--- config.mk ---
export PLATFORM = sky130hd
export DESIGN_NAME = packet_pool_headroom_manager_top
export DESIGN_NICKNAME = d
export VERILOG_FILES = /design/src/sv/pph_pkg.sv /design/src/sv/packet_pool_headroom_manager_top.sv /design/src/sv/pph_slot_store.sv
export SDC_FILE = /design/constraint.sdc
export NUM_CORES = 1
export LEC_CHECK = 0
export BUFFER_PORTS_ARGS = -buffer_cell sky130_fd_sc_hd__buf_4
export CAP_MARGIN = 20
export CORE_MARGIN = 2
export CORE_UTILIZATION = 33
export DETAILED_ROUTE_END_ITERATION = 10
export PLACE_DENSITY = 0.6
export SLEW_MARGIN = 20
export SYNTH_ARGS = -nofsm -noshare
export SYNTH_HDL_FRONTEND = slang
export SYNTH_SLANG_ARGS = --single-unit
--- constraint.sdc ---
create_clock -name clk -period 4 [get_ports clk]
set_clock_uncertainty 0.2 [all_clocks]
set_input_delay 0.4 -clock clk [delete_from_list [all_inputs] [get_ports clk]]
set_output_delay 0.4 -clock clk [all_outputs]
set_load 0.05 [all_outputs]
--- src/sv/pph_pkg.sv ---
// ----------------------------------------------------------------------------
// pph_pkg
// Types and codes shared by the packet pool headroom manager modules.
// ----------------------------------------------------------------------------
`default_nettype none

package pph_pkg;

  typedef enum logic [1:0] {
    ACT_ALLOC   = 2'd0,
    ACT_FREE    = 2'd1,
    ACT_PREPEND = 2'd2,
    ACT_CUT     = 2'd3
  } act_t;

  typedef enum logic [2:0] {
    ST_OK        = 3'd0,
    ST_POOL_FULL = 3'd1,
    ST_NOT_BUSY  = 3'd2,
    ST_NO_ROOM   = 3'd3,
    ST_TOO_SHORT = 3'd4
  } status_t;

  typedef enum logic {
    S_IDLE = 1'b0,
    S_EXEC = 1'b1
  } fsm_t;

  // One slot descriptor as held in the slot memory.
  typedef struct packed {
    logic [6:0] offset;
    logic [6:0] length;
  } slot_entry_t;

endpackage

`default_nettype wire

--- src/sv/packet_pool_headroom_manager_top.sv ---
// ----------------------------------------------------------------------------
// packet_pool_headroom_manager_top
// Frame buffer pool manager: alloc, free, prepend headroom and cut per slot.
// ----------------------------------------------------------------------------
// For each operation, the transfer cycle reads the slot's descriptor from
// the slot memory, and the execute state that follows checks, updates and
// writes it back while loading the result register. The memory read is
// registered; the next operation is taken only after the execute state.
// A new operation is taken while the previous result still waits at the
// output; it then holds in its execute cycle until the result is taken.
// Busy marks sit in flip-flops so the lowest free slot is found directly.
// ----------------------------------------------------------------------------
`default_nettype none

module packet_pool_headroom_manager_top
  import pph_pkg::*;
#(
  parameter int POOL_SLOTS  = 8,
  parameter int FRAME_BYTES = 127
) (
  input  wire logic       clk,
  input  wire logic       rst_n,
  input  wire logic       in_valid,
  output logic            in_ready,
  input  wire logic [1:0] in_action,
  input  wire logic [2:0] in_slot,
  input  wire logic [6:0] in_byte_count,
  output logic            out_valid,
  input  wire logic       out_ready,
  output logic [2:0]      out_status,
  output logic [2:0]      out_slot_out,
  output logic [6:0]      out_body_offset,
  output logic [6:0]      out_packet_length
);

  localparam int         IDX_W    = (POOL_SLOTS > 1) ? $clog2(POOL_SLOTS) : 1;
  localparam logic [7:0] FRAME_B8 = 8'(FRAME_BYTES);

  fsm_t                  state_r, state_nxt;
  logic                  exec_go;
  logic                  in_xfer;

  act_t                  op_action_r;
  logic [2:0]            op_slot_r;
  logic [6:0]            op_cnt_r;
  logic [IDX_W-1:0]      op_idx;
  logic                  slot_in_range;

  logic [POOL_SLOTS-1:0] busy_r;
  logic [IDX_W-1:0]      alloc_idx;
  logic                  any_free;

  slot_entry_t           rd_entry;
  logic                  wr_en, wr_req;
  logic [IDX_W-1:0]      wr_addr;
  slot_entry_t           wr_entry;
  logic                  busy_set, busy_clr;

  status_t               res_status;
  logic [2:0]            res_slot;
  logic [6:0]            res_off, res_len;
  logic [7:0]            sum_len;

  logic                  out_valid_r;
  status_t               out_status_r;
  logic [2:0]            out_slot_r;
  logic [6:0]            out_off_r, out_len_r;

  assign in_xfer = in_valid && in_ready;

  // Next state
  always_comb begin
    state_nxt = state_r;
    unique case (state_r)
      S_IDLE:  if (in_xfer) state_nxt = S_EXEC;
      S_EXEC:  if (exec_go) state_nxt = S_IDLE;
      default: state_nxt = S_IDLE;
    endcase
  end

  // State outputs
  always_comb begin
    in_ready = 1'b0;
    exec_go  = 1'b0;
    unique case (state_r)
      S_IDLE:  in_ready = 1'b1;
      S_EXEC:  exec_go  = !out_valid_r || out_ready;
      default: in_ready = 1'b0;
    endcase
  end

  always_ff @(posedge clk) begin
    if (!rst_n) begin
      state_r <= S_IDLE;
    end else begin
      state_r <= state_nxt;
    end
  end

  always_ff @(posedge clk) begin
    if (in_xfer) begin
      op_action_r <= act_t'(in_action);
      op_slot_r   <= in_slot;
      op_cnt_r    <= in_byte_count;
    end
  end

  assign op_idx        = IDX_W'(op_slot_r);
  assign slot_in_range = (32'(op_slot_r) < POOL_SLOTS);

  // Lowest free slot
  always_comb begin
    alloc_idx = '0;
    for (int i = POOL_SLOTS - 1; i >= 0; i--) begin
      if (!busy_r[i]) alloc_idx = IDX_W'(i);
    end
  end
  assign any_free = ~&busy_r;

  pph_slot_store #(
    .POOL_SLOTS (POOL_SLOTS),
    .IDX_W      (IDX_W)
  ) u_store (
    .clk      (clk),
    .rst_n    (rst_n),
    .rd_en    (in_xfer),
    .rd_addr  (IDX_W'(in_slot)),
    .rd_entry (rd_entry),
    .wr_en    (wr_en),
    .wr_addr  (wr_addr),
    .wr_entry (wr_entry)
  );

  assign sum_len = {1'b0, rd_entry.length} + {1'b0, op_cnt_r};

  // Check and update the slot descriptor
  always_comb begin
    res_status = ST_OK;
    res_slot   = op_slot_r;
    res_off    = rd_entry.offset;
    res_len    = rd_entry.length;
    wr_req     = 1'b0;
    wr_addr    = op_idx;
    wr_entry   = rd_entry;
    busy_set   = 1'b0;
    busy_clr   = 1'b0;
    if (op_action_r == ACT_ALLOC) begin
      res_off = '0;
      res_len = '0;
      if (!any_free) begin
        res_status = ST_POOL_FULL;
        res_slot   = '0;
      end else begin
        res_slot = 3'(alloc_idx);
        wr_req   = 1'b1;
        wr_addr  = alloc_idx;
        wr_entry = '0;
        busy_set = 1'b1;
      end
    end else if (!slot_in_range) begin
      res_status = (op_action_r == ACT_FREE) ? ST_OK : ST_NOT_BUSY;
      res_off    = '0;
      res_len    = '0;
    end else if (op_action_r == ACT_FREE) begin
      busy_clr = 1'b1;
    end else if (!busy_r[op_idx]) begin
      res_status = ST_NOT_BUSY;
    end else if (op_action_r == ACT_PREPEND) begin
      if (sum_len > FRAME_B8) begin
        res_status = ST_NO_ROOM;
      end else begin
        // Empty packet: place the body so that it ends at the frame end.
        if (rd_entry.length == '0) begin
          res_off = 7'(FRAME_B8 - {1'b0, op_cnt_r});
          res_len = op_cnt_r;
        end else begin
          res_off = rd_entry.offset - op_cnt_r;
          res_len = 7'(sum_len);
        end
        wr_req          = 1'b1;
        wr_entry.offset = res_off;
        wr_entry.length = res_len;
      end
    end else begin
      if (rd_entry.length < op_cnt_r) begin
        res_status = ST_TOO_SHORT;
      end else begin
        res_off         = rd_entry.offset + op_cnt_r;
        res_len         = rd_entry.length - op_cnt_r;
        wr_req          = 1'b1;
        wr_entry.offset = res_off;
        wr_entry.length = res_len;
      end
    end
  end

  assign wr_en = exec_go && wr_req;

  always_ff @(posedge clk) begin
    if (!rst_n) begin
      busy_r <= '0;
    end else if (exec_go) begin
      if (busy_set) busy_r[alloc_idx] <= 1'b1;
      if (busy_clr) busy_r[op_idx]    <= 1'b0;
    end
  end

  // Result register
  always_ff @(posedge clk) begin
    if (!rst_n) begin
      out_valid_r <= 1'b0;
    end else if (exec_go) begin
      out_valid_r <= 1'b1;
    end else if (out_ready) begin
      out_valid_r <= 1'b0;
    end
  end

  always_ff @(posedge clk) begin
    if (exec_go) begin
      out_status_r <= res_status;
      out_slot_r   <= res_slot;
      out_off_r    <= res_off;
      out_len_r    <= res_len;
    end
  end

  assign out_valid         = out_valid_r;
  assign out_status        = out_status_r;
  assign out_slot_out      = out_slot_r;
  assign out_body_offset   = out_off_r;
  assign out_packet_length = out_len_r;

  a_result_from_exec: assert property (@(posedge clk) disable iff (!rst_n)
    $rose(out_valid) |-> $past(state_r == S_EXEC))
    else $error("result appeared without an execute cycle");

  a_full_means_all_busy: assert property (@(posedge clk) disable iff (!rst_n)
    (exec_go && res_status == ST_POOL_FULL) |-> (&busy_r))
    else $error("pool full reported with a free slot");

  a_alloc_marks_busy: assert property (@(posedge clk) disable iff (!rst_n)
    (exec_go && busy_set) |=> busy_r[$past(alloc_idx)])
    else $error("allocated slot not marked busy");

  a_alloc_takes_free: assert property (@(posedge clk) disable iff (!rst_n)
    (exec_go && busy_set) |-> !busy_r[alloc_idx])
    else $error("alloc picked a busy slot");

  a_cut_shrinks: assert property (@(posedge clk) disable iff (!rst_n)
    (exec_go && op_action_r == ACT_CUT && res_status == ST_OK)
      |-> (res_len <= rd_entry.length))
    else $error("cut grew the packet");

endmodule

`default_nettype wire

--- src/sv/pph_slot_store.sv ---
// ----------------------------------------------------------------------------
// pph_slot_store
// Slot descriptor memory: one write port, one read port with registered data.
// Entries never written since reset read as zero.
// ----------------------------------------------------------------------------
`default_nettype none

module pph_slot_store
  import pph_pkg::*;
#(
  parameter int POOL_SLOTS = 8,
  parameter int IDX_W      = 3
) (
  input  wire logic             clk,
  input  wire logic             rst_n,
  input  wire logic             rd_en,
  input  wire logic [IDX_W-1:0] rd_addr,
  output slot_entry_t           rd_entry,
  input  wire logic             wr_en,
  input  wire logic [IDX_W-1:0] wr_addr,
  input  wire slot_entry_t      wr_entry
);

  slot_entry_t                mem [POOL_SLOTS];
  logic [POOL_SLOTS-1:0]      written_r;
  slot_entry_t                rd_data_r;
  logic                       rd_written_r;

  always_ff @(posedge clk) begin
    if (wr_en) begin
      mem[wr_addr] <= wr_entry;
    end
    if (rd_en) begin
      rd_data_r <= mem[rd_addr];
    end
  end

  always_ff @(posedge clk) begin
    if (!rst_n) begin
      written_r    <= '0;
      rd_written_r <= 1'b0;
    end else begin
      if (wr_en) begin
        written_r[wr_addr] <= 1'b1;
      end
      if (rd_en) begin
        rd_written_r <= written_r[rd_addr];
      end
    end
  end

  // Untouched entries hold their reset value of zero.
  assign rd_entry = rd_written_r ? rd_data_r : '0;

endmodule

`default_nettype wire

==> flow_summary.json <==
{
  "cp_max_fo": 8,
  "end_kind": "register",
  "die_y_um": 167.5,
  "synth_top_area_share_pct": 53.76,
  "drt_iter0_markers": 409,
  "cts.repair.resized": 0,
  "yosys-top-cells-area": "edfxtp_1 54%, mux4_2 7.9%, dfxtp_1 4.3%",
  "path_class": "reg2reg",
  "hp-class": "in2reg",
  "synth-edff-count": 158,
  "post_route_cells_drive_above_1_share_pct": 23.80,
  "io_buffers": 37,
  "synth_ff_type": "edfxtp_1",
  "vias": 5862,
  "drv_cap": 0,
  "cp_cell_sequence": "nand2_1 -> xor2_1 -> ha_1 -> nand2b_1 -> o22ai_1 -> or3_1 -> a221o_1 -> and3_1 -> or4_1 -> nand3_1 -> a21o_1 -> o21ai_1",
  "power_frac_comb_pct": 13.0,
  "dp_hpwl_um": 14560,
  "start_kind": "register",
  "clockBufferDepth": 2,
  "cts.clk_slew.worst_paths_ns": 0.07,
  "r2r_slack_ns": 0.22,
  "period_share_pct": 94.59,
  "ant_nets": 0,
  "rsz0062_at_grt": "false",
  "drtPass1Iterations": 7,
  "power.internal_w": 0.003175,
  "swShare_pct": 26.28,
  "fillCellCount": 2490,
  "ys_ff_latch": 177,
  "final_hold_viol_count": 0,
  "die_x_um": 167.5,
  "switchingPower_w": 0.001132,
  "reg2reg_to": "u_store.mem[0][13]",
  "cellPowerDensity_mw_per_mm2": 415.7,
  "grt_pass1_vias": 5835,
  "cp.required_ns": 3.89,
  "rows": 59,
  "yosysMostFrequentCell": "edfxtp_1",
  "finalInstanceArea_mm2": 0.01036,
  "cts_buffers": 17,
  "yosys_warnings": 0,
  "syn_avg_cell_area_um2": 12.83,
  "ys_types": 74,
  "synth_common_cells": "158 x edfxtp_1, 67 x nand2_1, 41 x a21oi_1",
  "ir_drop_v": 0.0002920,
  "ios": 38,
  "min_period_ns": 3.783,
  "cp_slowest_cell": "edfxtp_1",
  "crit_family": "simple AND/OR/NAND/NOR gates",
  "initial_core_util_pct": 33.77,
  "setup_viol_count_final": 0,
  "power_w": 0.004307,
  "ys_async_sr_fraction_pct": 0,
  "h-tree-depth": 4,
  "cts_num_sinks": 177,
  "relSlewSlack_pct": 36.44,
  "crit_path_max_incr_delay_ns": 0.44,
  "final_util_pct": 39.64,
  "grt_start_max_net_pins": 32,
  "clock_latency_ns": 0.43,
  "dpl_cell_area_mm2": 0.009698,
  "reg2reg_depth": 12,
  "grtUsageTotal_pct": 15.55,
  "hold_path_depth": 3,
  "max_freq_ghz": 0.2643,
  "slew_violations": 0,
  "grt_pass1_wl_um": 33040,
  "drc": 3,
  "syn-num-nets": 722,
  "viasPerCell": 5.310,
  "syn_area_mm2": 0.008826,
  "violations": "design-rule violations",
  "area_growth_pct": 17.38,
  "antenna_cells": 0,
  "die-area_mm2": 0.02807,
  "clock-root-buffer": "clkbuf_16",
  "leakage_nw": 3.607,
  "hold_start": "in_valid",
  "wl_per_cell_um": 19.36,
  "antenna_found_initial": 0,
  "path_buf_inv": 0,
  "crit_cells": 12,
  "holdPathEnd": "state_r",
  "cts_tree": "built",
  "routed_wl_um": 21380,
  "synth_cells": 688,
  "status": "finished with violations",
  "crit_arrival_ns": 3.68,
  "final_nets": 790,
  "ys_seq_area_share_pct": 58.07,
  "yosys.area.top_type": "edfxtp_1",
  "grt_overflow": 0,
  "routabilityCongestion": 0.8544,
  "clkPwrFrac_pct": 37.7,
  "tightest_slew_ns": 0.9491,
  "r2r-start": "u_store.rd_data_r[8]",
  "p_seq_share_pct": 49.2,
  "coreArea_mm2": 0.02613
}
-- placed cells by master (no fill, tap or decap), drive strengths merged, types with 11 or more instances in the layout --
master,count
mux4,31
buf,82
inv,36
xnor2,18
clkbuf,18
a21oi,41
nor2b,11
nand2,67
nor2,34
o21ai,42
mux2,16
dfxtp,19
nand3,14
edfxtp,158
ha,18
-- power groups by stage --
| stage | registers [W] | clock network, W | logic, W |
|---|---|---|---|
| floorplan | 0.00219 | 0 | 0.000341 |
| global placement | 0.00216 | 0 | 0.000551 |
| detailed placement | 0.00216 | 0 | 0.000553 |
| CTS | 0.00212 | 0.00166 | 0.000564 |
| global route | 0.00213 | 0.00172 | 0.000609 |
| finish | 0.00212 | 0.00162 | 0.000562 |
-- sequential cells by signal, summed over array words and instances, names as in the netlist --
register / cells
busy_r: 8
out_slot_out: 3
op_idx: 3
state_r: 1
out_body_offset: 7
u_store.rd_written_r: 1
u_store.mem: 112
op_cnt_r: 7
out_valid: 1
op_action_r: 2
u_store.written_r: 8
out_status: 3
u_store.rd_data_r: 14
out_packet_length: 7
-- through the flow --
step                hold slack, ns  TNS [ns]  cells  worst slack (ns)
detailed placement          0.2393         0   1063            0.3186
finish                     0.02709         0   1104            0.2166
floorplan                   0.2198    -2.312    688          -0.05947
CTS                        0.01352         0   1104            0.2853
global placement            0.2367         0   1063            0.3409
global route               0.07261         0   1104           0.07423
-- what timing repair did --
item	CTS	global route
hold buffers	9	0
endpoints found under the hold margin	9	0
endpoints found under the setup margin	0	0
setup buffers	0	0
-- worst register-to-register path, stage by stage, from the launching register on --
cell and delay [ns]:
edfxtp_1 0.44, nand2_1 0.22, xor2_1 0.24, ha_1 0.25
nand2b_1 0.12, o22ai_1 0.07, or3_1 0.41, a221o_1 0.42
and3_1 0.20, or4_1 0.39, nand3_1 0.09, a21o_1 0.15
o21ai_1 0.24
-- layer usage --
metal / up-vias / GRT usage, % / wire (µm)
met5: - / 0 / 0
met4: 0 / 6.352 / 561
met3: 43 / 2.576 / 901
met2: 154 / 25.35 / 10210
met1: 2898 / 20.74 / 9699
li1: 2767 / - / -
-- cells by family (layout without fill, tap and decap cells) --
logic type	count (synthesis)	after routing	synth area share, %
fa+ha+maj	27	27	3.587
compound gates	170	170	13.43
mux	49	49	10.18
simple gates	171	171	9.101
flops	177	177	58.07
buf+inv	72	153	3.459
xor+xnor	22	22	2.183
-- layout make-up --
cell class,count,area [µm²],area share [%]
multi-input cells,439,3426,33.07
inverters,30,112.6,1.087
well taps,335,419.2,4.046
repair buffers,91,705.7,6.812
clock buffers,18,429.2,4.143
clock inverters,14,142.6,1.377
flip-flops and latches,177,5125,49.47
-- how the worst max path moves through the flow --
stage                     slack [ns]                  from                  to
after detailed placement        0.32  u_store.rd_data_r[8]  u_store.mem[2][13]
final                           0.22  u_store.rd_data_r[8]  u_store.mem[0][13]
after floorplan                -0.06  u_store.rd_written_r   u_store.mem[0][0]
after CTS                       0.29  u_store.rd_data_r[8]  u_store.mem[0][13]
after global routing            0.07  u_store.rd_data_r[8]  u_store.mem[0][13]
after global placement          0.34  u_store.rd_data_r[8]  u_store.mem[2][13]
Power figures use the tool's default switching activity.
